### config.mk
export PLATFORM = sky130hd
export DESIGN_NAME = piecewise_poly_c1_eval
export DESIGN_NICKNAME = d
export VERILOG_FILES = /design/src/sv/ppe_pkg.sv /design/src/sv/ppe_mac.sv /design/src/sv/ppe_seq.sv /design/src/sv/piecewise_poly_c1_eval.sv
export VERILOG_INCLUDE_DIRS = /design/src /design/src/sv
export SDC_FILE = /design/constraint.sdc
export NUM_CORES = 2
export LEC_CHECK = 0
export BUFFER_PORTS_ARGS = -buffer_cell sky130_fd_sc_hd__buf_2
export CAP_MARGIN = 40
export CELL_PAD_IN_SITES_DETAIL_PLACEMENT = 2
export CELL_PAD_IN_SITES_GLOBAL_PLACEMENT = 2
export CORE_MARGIN = 4
export CORE_UTILIZATION = 45
export CTS_CLUSTER_DIAMETER = 150
export DETAILED_ROUTE_END_ITERATION = 16
export GPL_TIMING_DRIVEN = 0
export MAX_ROUTING_LAYER = met4
export PLACE_DENSITY_LB_ADDON = 0.1
export SLEW_MARGIN = 20
export SYNTH_ARGS = -nofsm -noshare
export SYNTH_HDL_FRONTEND = slang
export SYNTH_SLANG_ARGS = --single-unit
### constraint.sdc
create_clock -name clk -period 14.8 [get_ports clk]
set_input_delay 0.74 -clock clk [delete_from_list [all_inputs] [get_ports clk]]
set_output_delay 0.74 -clock clk [all_outputs]
set_load 0.05 [all_outputs]
### src/sv/piecewise_poly_c1_eval_assert.svh
// Assertion macros for the piecewise polynomial evaluator.
// Included by the top level; no other dependencies.
`ifndef PIECEWISE_POLY_C1_EVAL_ASSERT_SVH
`define PIECEWISE_POLY_C1_EVAL_ASSERT_SVH
`ifndef SYNTHESIS
`define PPE_ASSERT_IMP(lbl, clk, rst_n, a, c) \
  lbl: assert property (@(posedge clk) disable iff (!rst_n) (a) |-> (c)) else $error("lbl");
`define PPE_ASSERT_NXT(lbl, clk, rst_n, a, c) \
  lbl: assert property (@(posedge clk) disable iff (!rst_n) (a) |=> (c)) else $error("lbl");
`else
`define PPE_ASSERT_IMP(lbl, clk, rst_n, a, c)
`define PPE_ASSERT_NXT(lbl, clk, rst_n, a, c)
`endif
`endif

### src/sv/ppe_pkg.sv
// Package for the piecewise polynomial evaluator: sizes, codes, helpers.
// No dependencies.
`timescale 1ns / 1ps
package ppe_pkg;
  localparam int MAX_SEGMENTS = 4;
  localparam int MAX_ORDER = 3;
  localparam int FREE_DEPTH = 16;
  localparam int COEF_PER_SEG = MAX_ORDER + 1;
  localparam int SEG_DEPTH = MAX_SEGMENTS * COEF_PER_SEG;
  localparam int SEG_W = $clog2(MAX_SEGMENTS);
  localparam int BND_W = $clog2(MAX_SEGMENTS + 1);
  localparam int ORD_W = $clog2(MAX_ORDER + 1);
  localparam int FREE_W = $clog2(FREE_DEPTH);
  localparam int CIDX_W = $clog2(SEG_DEPTH);
  localparam int FCNT_W = $clog2(SEG_DEPTH + FREE_DEPTH + 1);

  typedef enum logic [1:0] {
    OP_WRITE_COEF = 2'd0,
    OP_WRITE_BND  = 2'd1,
    OP_DERIVE     = 2'd2,
    OP_EVAL       = 2'd3
  } op_t;

  typedef enum logic [2:0] {
    REG_SEG_COUNT = 3'd0,
    REG_ORDER0    = 3'd1,
    REG_ORDER1    = 3'd2,
    REG_ORDER2    = 3'd3,
    REG_ORDER3    = 3'd4
  } reg_t;

  typedef struct packed {
    logic signed [31:0] acc;
    logic signed [18:0] h;
    logic signed [31:0] add;
  } mac_req_t;

  typedef struct packed {
    logic signed [31:0] value;
    logic               clip;
  } mac_rsp_t;

  function automatic logic signed [31:0] sat32(input logic signed [63:0] v,
                                               output logic clip);
    logic signed [63:0] hi;
    logic signed [63:0] lo;
    hi = 64'sd2147483647;
    lo = -64'sd2147483648;
    clip = 1'b0;
    if (v > hi) begin
      clip = 1'b1;
      return 32'sh7fffffff;
    end else if (v < lo) begin
      clip = 1'b1;
      return 32'sh80000000;
    end
    return v[31:0];
  endfunction
endpackage

### src/sv/ppe_mac.sv
// Shared registered multiply-add unit: sat32((acc*h >>> 16) + add).
// Depends on ppe_pkg.
`timescale 1ns / 1ps
module ppe_mac (
  input  logic               clk,
  input  ppe_pkg::mac_req_t  req,
  output ppe_pkg::mac_rsp_t  rsp
);
  import ppe_pkg::*;
  logic signed [50:0] prod_r;
  logic signed [31:0] add_r;
  logic signed [63:0] sum;
  logic               clip;
  logic signed [31:0] val;

  always_ff @(posedge clk) begin
    prod_r <= 51'(req.acc) * 51'(req.h);
    add_r  <= req.add;
  end

  always_comb begin
    sum = 64'(prod_r >>> 16) + 64'(add_r);
    val = sat32(sum, clip);
    rsp.value = val;
    rsp.clip  = clip;
  end
endmodule

### src/sv/ppe_seq.sv
// Sequencer: table storage, derive and evaluate walks over the shared MAC.
// Depends on ppe_pkg and ppe_mac.
`timescale 1ns / 1ps
module ppe_seq (
  input  logic                        clk,
  input  logic                        rst_n,
  input  logic                        start,
  input  ppe_pkg::op_t                op,
  input  logic [3:0]                  slot,
  input  logic signed [31:0]          wval,
  input  logic signed [17:0]          xarg,
  input  logic [2:0]                  seg_count,
  input  logic [4*ppe_pkg::ORD_W-1:0] orders,
  output logic                        busy,
  output logic                        done,
  output logic signed [31:0]          res_value,
  output logic                        res_noseg,
  output logic                        res_sat
);
  import ppe_pkg::*;

  typedef enum logic [6:0] {
    S_IDLE   = 7'b0000001,
    S_SEARCH = 7'b0000010,
    S_FILL   = 7'b0000100,
    S_ISSUE  = 7'b0001000,
    S_TAKE   = 7'b0010000,
    S_END    = 7'b0100000,
    S_DONE   = 7'b1000000
  } state_t;

  state_t state_r;
  logic signed [31:0] free_r [FREE_DEPTH];
  logic signed [17:0] bnd_r  [MAX_SEGMENTS+1];
  logic signed [31:0] coef_r [SEG_DEPTH];

  logic               derive_r;
  logic               slope_r;
  logic [SEG_W-1:0]   seg_r;
  logic [ORD_W:0]     j_r;
  logic [FCNT_W-1:0]  fi_r;
  logic signed [31:0] acc_r;
  logic signed [18:0] h_r;
  logic               clip_r;
  logic signed [31:0] endv_r;
  logic signed [17:0] x_r;

  logic [SEG_W:0]     nseg;
  logic               last_seg;
  logic [ORD_W-1:0]   ord;
  logic [ORD_W:0]     fill_top;
  logic [CIDX_W-1:0]  base;
  logic [BND_W-1:0]   lo_idx;
  logic [BND_W-1:0]   hi_idx;
  logic signed [17:0] lo;
  logic signed [17:0] hi;
  logic               inseg;
  logic signed [31:0] c_top;
  logic signed [31:0] c_add;
  logic signed [31:0] fcoef;
  logic signed [31:0] top_s;
  logic               top_clip;
  logic signed [31:0] add_s;
  logic               add_clip;
  mac_req_t           req;
  mac_rsp_t           rsp;

  ppe_mac u_mac (.clk(clk), .req(req), .rsp(rsp));

  function automatic logic signed [31:0] scale_sat(input logic signed [31:0] c,
                                                   input logic [ORD_W:0] k,
                                                   output logic clip);
    logic signed [34:0] p;
    p = 35'sd0;
    if (k[0]) p = p + 35'(c);
    if (k[1]) p = p + (35'(c) <<< 1);
    if (k[2]) p = p + (35'(c) <<< 2);
    return sat32(64'(p), clip);
  endfunction

  always_comb begin
    if (seg_count == 3'd0) nseg = (SEG_W+1)'(1);
    else if (seg_count > 3'(MAX_SEGMENTS)) nseg = (SEG_W+1)'(MAX_SEGMENTS);
    else nseg = seg_count[SEG_W:0];
    last_seg = ((SEG_W+1)'(seg_r) + (SEG_W+1)'(1)) >= nseg;
    ord      = orders[seg_r*ORD_W +: ORD_W];
    fill_top = (seg_r != '0 && ord == '0) ? (ORD_W+1)'(1) : (ORD_W+1)'(ord);
    base     = CIDX_W'(seg_r) * CIDX_W'(COEF_PER_SEG);
    lo_idx   = BND_W'(seg_r);
    hi_idx   = BND_W'(seg_r) + BND_W'(1);
    lo       = bnd_r[lo_idx];
    hi       = bnd_r[hi_idx];
    inseg    = (x_r >= lo) && (x_r < hi);
    c_top    = coef_r[base + CIDX_W'(ord)];
    c_add    = coef_r[base + CIDX_W'(j_r) - CIDX_W'(1)];
    fcoef    = (fi_r < FCNT_W'(FREE_DEPTH)) ? free_r[fi_r[FREE_W-1:0]] : 32'sd0;
    top_s    = scale_sat(c_top, (ORD_W+1)'(ord), top_clip);
    add_s    = scale_sat(c_add, j_r - (ORD_W+1)'(1), add_clip);
    req.acc  = acc_r;
    req.h    = h_r;
    req.add  = slope_r ? add_s : c_add;
  end

  always_ff @(posedge clk) begin
    if (!rst_n) begin
      state_r <= S_IDLE;
      derive_r <= 1'b0;
      slope_r <= 1'b0;
      seg_r <= '0;
      j_r <= '0;
      fi_r <= '0;
      acc_r <= '0;
      h_r <= '0;
      clip_r <= 1'b0;
      endv_r <= '0;
      x_r <= '0;
      res_value <= '0;
      res_noseg <= 1'b0;
      res_sat <= 1'b0;
      for (int i = 0; i < FREE_DEPTH; i++) free_r[i] <= '0;
      for (int i = 0; i <= MAX_SEGMENTS; i++) bnd_r[i] <= '0;
      for (int i = 0; i < SEG_DEPTH; i++) coef_r[i] <= '0;
    end else begin
      unique case (state_r)
        S_IDLE: begin
          if (start) begin
            seg_r <= '0;
            x_r <= xarg;
            clip_r <= 1'b0;
            slope_r <= 1'b0;
            derive_r <= (op == OP_DERIVE);
            unique case (op)
              OP_WRITE_COEF: begin
                if (32'(slot) < FREE_DEPTH) free_r[slot[FREE_W-1:0]] <= wval;
              end
              OP_WRITE_BND: begin
                if (32'(slot) < MAX_SEGMENTS + 1) bnd_r[slot[BND_W-1:0]] <= wval[17:0];
              end
              OP_DERIVE: begin
                for (int i = 0; i < SEG_DEPTH; i++) coef_r[i] <= '0;
                fi_r <= '0;
                j_r <= '0;
                state_r <= S_FILL;
              end
              OP_EVAL: state_r <= S_SEARCH;
              default: ;
            endcase
          end
        end
        S_SEARCH: begin
          if (inseg) begin
            h_r <= 19'(x_r) - 19'(lo);
            j_r <= (ORD_W+1)'(ord);
            acc_r <= c_top;
            state_r <= (ord == '0) ? S_END : S_ISSUE;
          end else if (last_seg) begin
            res_value <= '0;
            res_noseg <= 1'b1;
            res_sat <= 1'b0;
            state_r <= S_DONE;
          end else begin
            seg_r <= seg_r + SEG_W'(1);
          end
        end
        S_FILL: begin
          if (j_r > fill_top) begin
            h_r <= 19'(hi) - 19'(lo);
            j_r <= (ORD_W+1)'(ord);
            acc_r <= c_top;
            slope_r <= 1'b0;
            state_r <= (ord == '0) ? S_END : S_ISSUE;
          end else begin
            if (seg_r == '0 || j_r >= (ORD_W+1)'(2)) begin
              coef_r[base + CIDX_W'(j_r)] <= fcoef;
              fi_r <= fi_r + FCNT_W'(1);
            end else if (j_r == '0) begin
              coef_r[base] <= endv_r;
            end else begin
              coef_r[base + CIDX_W'(1)] <= acc_r;
            end
            j_r <= j_r + (ORD_W+1)'(1);
          end
        end
        S_ISSUE: begin
          if (slope_r) clip_r <= clip_r | add_clip;
          state_r <= S_TAKE;
        end
        S_TAKE: begin
          acc_r <= rsp.value;
          clip_r <= clip_r | rsp.clip;
          j_r <= j_r - (ORD_W+1)'(1);
          if (j_r == (slope_r ? (ORD_W+1)'(2) : (ORD_W+1)'(1))) state_r <= S_END;
          else state_r <= S_ISSUE;
        end
        S_END: begin
          if (!derive_r) begin
            res_value <= acc_r;
            res_noseg <= 1'b0;
            res_sat <= clip_r;
            state_r <= S_DONE;
          end else if (!slope_r) begin
            endv_r <= acc_r;
            slope_r <= 1'b1;
            j_r <= (ORD_W+1)'(ord);
            acc_r <= (ord == '0) ? 32'sd0 : top_s;
            clip_r <= clip_r | top_clip;
            state_r <= (ord <= ORD_W'(1)) ? S_END : S_ISSUE;
          end else if (last_seg) begin
            state_r <= S_DONE;
          end else begin
            seg_r <= seg_r + SEG_W'(1);
            slope_r <= 1'b0;
            j_r <= '0;
            state_r <= S_FILL;
          end
        end
        S_DONE: state_r <= S_IDLE;
        default: state_r <= S_IDLE;
      endcase
    end
  end

  assign busy = (state_r != S_IDLE);
  assign done = (state_r == S_DONE) && !derive_r;
endmodule

### src/sv/piecewise_poly_c1_eval.sv
// Piecewise polynomial evaluator with C1 joins, Q12.20 Horner on one shared MAC.
// Evaluate searches the segments in order, then runs Horner on the matching one; derive
// fills and walks each configured segment in turn. One beat at a time: the next input beat
// is taken in the cycle after the result beat leaves; writes and derives give no result beat.
// Reset (synchronous, rst_n low): registers to 3, all tables cleared to zero.
`timescale 1ns / 1ps
`include "piecewise_poly_c1_eval_assert.svh"
module piecewise_poly_c1_eval (
  input  logic               clk,
  input  logic               rst_n,
  input  logic               in_valid,
  output logic               in_ready,
  input  logic [1:0]         in_opcode,
  input  logic [3:0]         in_slot,
  input  logic signed [31:0] in_write_value,
  input  logic signed [17:0] in_x_arg,
  output logic               out_valid,
  input  logic               out_ready,
  output logic signed [31:0] out_response,
  output logic               out_no_segment,
  output logic               out_saturated,
  input  logic               psel,
  input  logic               penable,
  input  logic               pwrite,
  input  logic [4:0]         paddr,
  input  logic [31:0]        pwdata,
  output logic [31:0]        prdata,
  output logic               pready
);
  import ppe_pkg::*;
  logic [2:0] seg_count_r;
  logic [ORD_W-1:0] ord_r [4];
  logic busy, done;
  logic signed [31:0] rv;
  logic rn, rs;
  logic [2:0] ridx;
  logic noseg_ok;

  assign pready = 1'b1;
  assign ridx = paddr[4:2];
  always_ff @(posedge clk) begin
    if (!rst_n) begin
      seg_count_r <= 3'd3;
      for (int i = 0; i < 4; i++) ord_r[i] <= ORD_W'(3);
    end else if (psel && penable && pwrite) begin
      unique case (ridx)
        REG_SEG_COUNT: seg_count_r <= pwdata[2:0];
        REG_ORDER0: ord_r[0] <= pwdata[ORD_W-1:0];
        REG_ORDER1: ord_r[1] <= pwdata[ORD_W-1:0];
        REG_ORDER2: ord_r[2] <= pwdata[ORD_W-1:0];
        REG_ORDER3: ord_r[3] <= pwdata[ORD_W-1:0];
        default: ;
      endcase
    end
  end
  always_comb begin
    unique case (ridx)
      REG_SEG_COUNT: prdata = 32'(seg_count_r);
      REG_ORDER0: prdata = 32'(ord_r[0]);
      REG_ORDER1: prdata = 32'(ord_r[1]);
      REG_ORDER2: prdata = 32'(ord_r[2]);
      REG_ORDER3: prdata = 32'(ord_r[3]);
      default: prdata = '0;
    endcase
  end

  assign in_ready = !busy && !out_valid;

  ppe_seq u_seq (
    .clk(clk), .rst_n(rst_n), .start(in_valid && in_ready),
    .op(op_t'(in_opcode)), .slot(in_slot), .wval(in_write_value), .xarg(in_x_arg),
    .seg_count(seg_count_r), .orders({ord_r[3], ord_r[2], ord_r[1], ord_r[0]}),
    .busy(busy), .done(done), .res_value(rv), .res_noseg(rn), .res_sat(rs)
  );

  always_ff @(posedge clk) begin
    if (!rst_n) out_valid <= 1'b0;
    else if (done) out_valid <= 1'b1;
    else if (out_ready) out_valid <= 1'b0;
  end
  always_ff @(posedge clk) begin
    if (done) begin
      out_response <= rv;
      out_no_segment <= rn;
      out_saturated <= rs;
    end
  end

  assign noseg_ok = (out_response == 32'sd0) && !out_saturated;

  `PPE_ASSERT_IMP(a_noseg_zero, clk, rst_n, out_valid && out_no_segment, noseg_ok)
  `PPE_ASSERT_IMP(a_no_accept_busy, clk, rst_n, busy, !in_ready)
  `PPE_ASSERT_NXT(a_done_shows, clk, rst_n, done, out_valid)
endmodule
After elaboration in Yosys (flattened, before gate mapping)
Memories as Yosys holds them, arrays and structs flattened. A register that Yosys moved wholly into a read port is not among the register bits.
Cells that the tools add are included.
Widths: inputs -> output; s select.
{ "word_totals": {"wordCells": 337, "n_memories": 4, "ramBits": 1122, "input_bits": 100, "reg_bits": 277, "output_inout_bits": 69} }
{ "memory_table": {"columns": ["name", "words", "width", "read_ports", "rd_clocked_by_memory_dff", "wr", "line_no", "source"], "rows": [
  ["u_seq.coef_r", 16, 32, 2, 0, 16, "ppe_seq.sv:35", "logic signed [31:0] coef_r [SEG_DEPTH];"],
  ["u_seq.free_r", 16, 32, 1, 1, 16, "ppe_seq.sv:33", "logic signed [31:0] free_r [FREE_DEPTH];"],
  ["u_seq.bnd_r", 5, 18, 2, 1, 5, "ppe_seq.sv:34", "logic signed [17:0] bnd_r [MAX_SEGMENTS+1];"],
  ["ord_r", 4, 2, 4, 0, 4, "piecewise_poly_c1_eval.sv:32", "logic [ORD_W-1:0] ord_r [4];"]
]} }
{ "classes": {"eq_ne": 32, "mul": 1, "muxes": 180, "n_bitwise": 24, "shift": 1, "magnitude_cmp": 15, "n_reduce_logical": 44, "n_addsub": 15} }
{ "ops": {"columns": ["cell", "n"], "rows": [
  ["$mux 32", 39],
  ["$mux 35", 5],
  ["$pmux 32 s4", 1],
  ["$reduce_or 32->1", 4],
  ["$mux 1", 77],
  ["$add 35x33->35", 2],
  ["$gt 35x32->1 const B", 2],
  ["$lt 35x32->1 const B", 2],
  ["$pmux 32 s2", 1],
  ["$mul 32x19->51", 1],
  ["$mux 7", 7],
  ["$mux 6", 7],
  ["$pmux 7 s6", 1],
  ["$mux 19", 2],
  ["$pmux 19 s2", 1],
  ["$sub 18x18->19", 2],
  ["$add 35x32->36", 1],
  ["$gt 36x32->1 const B", 1],
  ["$lt 36x32->1 const B", 1],
  ["$mux 3", 12],
  ["$add 35x34->35", 1],
  ["$pmux 3 s5", 2],
  ["$mux 4", 6],
  ["$or 1x1->1", 23],
  ["other kinds (62)", 111]
]} }

Depth between registers and ports, before layout
An unclocked memory read counts as a cell.
{ "logic_depth": {"word_depth": 15, "mapped_depth": 49, "mapped_depth_nobuf": 36} }

Hierarchy
Synthesis repeated with hierarchy kept, for this count alone.
{ "hier_totals": {"cells_unflattened": 8666, "hier_area_um2": 98793.5} }
{ "by_module_without_submodules": {"columns": ["mod", "seq_area_each_um2", "instances", "cells_each", "area_per_inst_um2"], "rows": [
  ["ppe_seq", 38316.7, 1, 5846, 72348.1],
  ["ppe_mac", 1341.3, 1, 2689, 24522.3],
  ["piecewise_poly_c1_eval", 1341.3, 1, 131, 1923.1]
]} }

Worst setup path after synthesis
Ideal clock, no wire load.
{ "synth_timing": {"path_kind": "register to register", "start": "register u_seq.j_r[0]", "end": "register u_seq.u_mac.add_r[13]", "arrival_time_ns": 10.746, "path_stages_with_launch": 50, "period_less_slack_ns": 10.868, "setup_ns": 0.122, "path_slack_ns": 3.932, "t_required_ns": 14.678, "path_buffers": 15, "path_cell_list": "dfxtp_1 buf_4 buf_2 buf_2 inv_1 clkbuf_1 clkbuf_1 ha_1 buf_2 buf_1 buf_2 buf_1 buf_1 buf_1 clkbuf_1 mux4_2 a211oi_1 a31oi_1 [14 not listed] o21ai_0 ha_1 a21oi_1 nor2b_1 o21ai_0 nand2b_1 a21o_1 a21o_1 a21oi_1 nor2b_1 a2111oi_4 xnor2_1 a221o_1 o31a_1 buf_6 and2_4 buf_6 a311o_1"} }
{ "synth_rtl": {"columns": ["item", "line_no", "source"], "rows": [
  ["start: declaration", "ppe_seq.sv:40", "logic [ORD_W:0] j_r;"],
  ["start signal: assignment", "ppe_seq.sv:153", "j_r <= (ORD_W+1)'(ord);"],
  ["start signal: assignment", "ppe_seq.sv:168", "j_r <= (ORD_W+1)'(ord);"],
  ["start signal: assignment", "ppe_seq.sv:181", "j_r <= j_r + (ORD_W+1)'(1);"],
  ["end signal: assignment", "ppe_mac.sv:18", "add_r <= req.add;"],
  ["end: declaration", "ppe_mac.sv:11", "logic signed [31:0] add_r;"]
]} }

==> impl_metrics.env <==
export IMPL_setup_viol=0
export IMPL_seq_area_frac_synth=0.423
export IMPL_grt_first_pass_wirelength_mm=651
export IMPL_fill_cells=20900
export IMPL_r2r_end="u_seq.u_mac.add_r[28]$_DFF_P_"
export IMPL_core_um2=214000
export IMPL_design_area_um2=111000
export IMPL_p_leak_nw=42.5
export IMPL_synthTopCellsByArea="edfxtp_1 (38%), fa_1 (12%), mux4_2 (12%), and2_1 (5.5%), dfxtp_1 (4.8%)"
export IMPL_dp_hpwl_mm=332
export IMPL_dieWidth_um=472
export IMPL_post_drt_wl_per_cell_um=40.9
export IMPL_fmax_ghz=0.0687
export IMPL_async_reset_ff_frac=0
export IMPL_power_frac_comb=0.454
export IMPL_htreeDepth=4
export IMPL_grt_start_max_net_pins=33
export IMPL_cts_tree="yes"
export IMPL_place_inst=11700
export IMPL_path_delay_family="buffers and inverters"
export IMPL_cts_root_buf="clkbuf_16"
export IMPL_internal_power_w=0.00966
export IMPL_powerDensity_nw_per_um2=156
export IMPL_drc=0
export IMPL_drt_vias_per_instance=6.79
export IMPL_initial_core_util=0.452
export IMPL_die_h_um=472
export IMPL_placedInstanceArea_um2=104000
export IMPL_period_share=0.984
export IMPL_critPathRequiredTime_ns=15.52
export IMPL_io_buffers=106
export IMPL_cts_buffer_depth=3
export IMPL_rr_worst_depth=42
export IMPL_dieArea_um2=223000
export IMPL_clkPwrFrac=0.258
export IMPL_syn_area_per_cell_um2=11.5
export IMPL_hold_depth=3
export IMPL_drt_iter0_markers=12400
export IMPL_io_pins=169
export IMPL_critPathArrivalTime_ns=15.27
export IMPL_endpoint_kind="flop"
export IMPL_tightest_slew_ns=1.02
export IMPL_ys_ff_latch=1443
export IMPL_path_class="reg -> reg"
export IMPL_report_final_slew_viol_count=0
export IMPL_crit_buf_inv=15
export IMPL_finClkSkew_ns=0.0997
export IMPL_r2r_start="u_seq.j_r[0]$_SDFFE_PN0P_"
export IMPL_clock_latency_ns=0.90
export IMPL_peakVddDrop_uv=138
export IMPL_drt_wl_total_mm=493
export IMPL_p_sw_w=0.00760
export IMPL_grt_overflow=0
export IMPL_cts_sink_count=1443
export IMPL_fp_row_count=170
export IMPL_gp_congestion=0.965
export IMPL_hp_class="in -> reg"
export IMPL_synth_most_common_cell="edfxtp_1"
export IMPL_cp_startpoint="u_seq.j_r[0]$_SDFFE_PN0P_"
export IMPL_fin_nets=10100
export IMPL_synth_common_cells="edfxtp_1 (1,210), and2_1 (845), nand2_1 (812), nor2_1 (766), inv_1 (689)"
export IMPL_critPathLaunchType="flop"
export IMPL_cts_buffers=164
export IMPL_fin_cells=12100
export IMPL_synth_edff_count=1210
export IMPL_grt_setup_unrepaired="false"
export IMPL_drive_gt1_frac=0.142
export IMPL_status="finished clean"
export IMPL_ys_warn_count=0
export IMPL_dr_pass1_iters=8
export IMPL_yosysTopAreaCell="edfxtp_1"
export IMPL_ys_types=90
export IMPL_syn_to_final_growth_pct=14.2
export IMPL_grt_usage=0.422
export IMPL_rrSetupSlack_ns=0.24
export IMPL_power_share_sequential=0.288
export IMPL_synth_area_um2=96800
export IMPL_worstPathMaxFanout=19
export IMPL_swShare=0.440
export IMPL_finalHoldViolCount=0
export IMPL_crit_path_end="u_seq.u_mac.add_r[28]$_DFF_P_"
export IMPL_post_cts_buffers=0
export IMPL_synth_ff_type="edfxtp_1"
export IMPL_worst_path_largest_cell_delay_ns=0.65
export IMPL_clk_pin_slew_ns=0.06
export IMPL_slew_headroom=0.299
export IMPL_cap_violations=0
export IMPL_antenna_found_initial=46
export IMPL_grt_pass1_vias=85300
export IMPL_crit_slowest_cell="dfxtp_1"
export IMPL_vias=81900
export IMPL_fin_crit_ns=14.56
export IMPL_synthCells=8443
export IMPL_ant_nets=0
export IMPL_synth_top_area_share=0.375
export IMPL_path_depth=42
==> power groups by stage <==
stage	sequential, W	combinational, W	clock [W]
global placement	0.00496	0.00694	0
floorplan	0.00485	0.00465	0
detailed placement	0.00499	0.00730	0
CTS	0.00492	0.00742	0.00430
global route	0.00496	0.00822	0.00455
finish	0.00497	0.00783	0.00445
==> cells by family after synthesis <==
family | count (synthesis) | share of synthesized area
flops | 1443 | 0.423
simple gates | 2858 | 0.143
xor+xnor | 167 | 0.0154
mux | 580 | 0.125
fa+ha+maj | 914 | 0.164
compound gates | 1163 | 0.0755
other cells | 2 | 0.0000776
buf+inv | 1316 | 0.0527
==> layer usage <==
metal / global-route usage / part of all wire / vias to the layer above
met4: 0.256 / 0.086 / 0
met1: 0.506 / 0.35 / 42200
met5: - / 0 / -
met2: 0.649 / 0.45 / 6945
met3: 0.0993 / 0.11 / 2169
li1: - / - / 30600
==> sequential cells by signal (all words and copies together) (netlist names), 2 cells and up, named ones only <==
name,count
u_seq.state_r,7
u_seq.u_mac.prod_r,35
seg_count_r,3
u_seq.x_r,18
u_seq.fi_r,6
u_seq.free_r,512
u_seq.coef_r,512
out_response,32
u_seq.h_r,19
u_seq.seg_r,2
u_seq.acc_r,32
u_seq.j_r,3
u_seq.bnd_r,144
u_seq.endv_r,32
u_seq.res_value,32
ord_r,8
u_seq.u_mac.add_r,32
==> worst min-delay path by stage <==
stage / startpoint / endpoint / slack, ns
2_1_floorplan: u_seq.res_noseg$_SDFFE_PN0P_ / out_no_segment$_DFFE_PP_ / 0.40
3_3_place_gp: u_seq.res_noseg$_SDFFE_PN0P_ / out_no_segment$_DFFE_PP_ / 0.41
3_5_place_dp: u_seq.res_noseg$_SDFFE_PN0P_ / out_no_segment$_DFFE_PP_ / 0.42
4_1_cts: in_x_arg[13] / u_seq.x_r[13]$_SDFFE_PN0P_ / 0.10
5_1_grt: in_x_arg[16] / u_seq.x_r[16]$_SDFFE_PN0P_ / 0.13
6_report: in_x_arg[13] / u_seq.x_r[13]$_SDFFE_PN0P_ / 0.14
==> worst reg2reg max path: cells and delay by family (launching register included) <==
family / cells / cell delay [ns]
multiplexers: 1 / 0.39
AND/OR/NAND/NOR: 7 / 1.46
buffers and inverters: 15 / 5.60
XOR/XNOR: 1 / 0.14
flip-flops: 1 / 0.65
AO/OA/AOI/OAI: 14 / 4.55
adder cells (fa/ha/maj): 4 / 1.65
==> layout make-up <==
| cell class | instances | area [um2] | area share |
|---|---|---|---|
| buffer | 622 | 2570 | 0.0233 |
| clock buffer | 205 | 4360 | 0.0395 |
| inverter | 691 | 2590 | 0.0235 |
| tap | 2838 | 3550 | 0.0321 |
| antenna | 38 | 95.1 | 0.000860 |
| timing repair buffer | 355 | 3730 | 0.0338 |
| sequential | 1443 | 41000 | 0.371 |
| clock inverter | 97 | 1100 | 0.00995 |
| multi-input combinational | 5766 | 51500 | 0.466 |
==> per-stage QoR <==
stage               setup TNS (ns)   util  power (W)  setup slack [ns]  hold slack, ns
global route                     0  0.515     0.0177            0.0493           0.133
detailed placement          -60.07  0.486     0.0123             -2.21           0.421
finish                           0  0.516     0.0173             0.242           0.138
floorplan                        0      -    0.00950              3.93           0.402
global placement            -87.32  0.472     0.0119             -3.06           0.414
CTS                              0  0.512     0.0166             0.121           0.102
==> cells in the final DEF, fill, tap and decap left out, types with 50 or more instances in the layout <==
| master | synthesis | layout |
|---|---|---|
| edfxtp_1 | 1210 | 1210 |
| and2_1 | 845 | 845 |
| nand2_1 | 812 | 796 |
| nor2_1 | 766 | 766 |
| inv_1 | 689 | 689 |
| fa_1 | 595 | 595 |
| clkbuf_1 | 532 | 535 |
| mux4_2 | 503 | 503 |
| ha_1 | 319 | 319 |
| a21oi_1 | 316 | 314 |
| o21ai_0 | 276 | 248 |
| dfxtp_1 | 233 | 233 |
| clkbuf_16 | 0 | 166 |
| buf_6 | 4 | 154 |
| buf_2 | 13 | 144 |
| xnor2_1 | 108 | 108 |
| conb_1 | 2 | 84 |
| a21o_1 | 83 | 83 |
| nor3_1 | 75 | 74 |
| nor2b_1 | 74 | 74 |
| nand2b_1 | 72 | 72 |
| buf_4 | 31 | 63 |
| a31oi_1 | 72 | 59 |
| nand3_1 | 58 | 58 |
| mux2i_1 | 59 | 57 |
| xor2_1 | 57 | 56 |
| a211oi_1 | 50 | 50 |
==> repair_timing <==
item                       4_1_cts  5_1_grt
setup endpoints to repair       33       32
resized for setup               13        5
cloned                           0        0
hold buffers                     0        0
No activity file was read; power rests on OpenSTA's default activity.
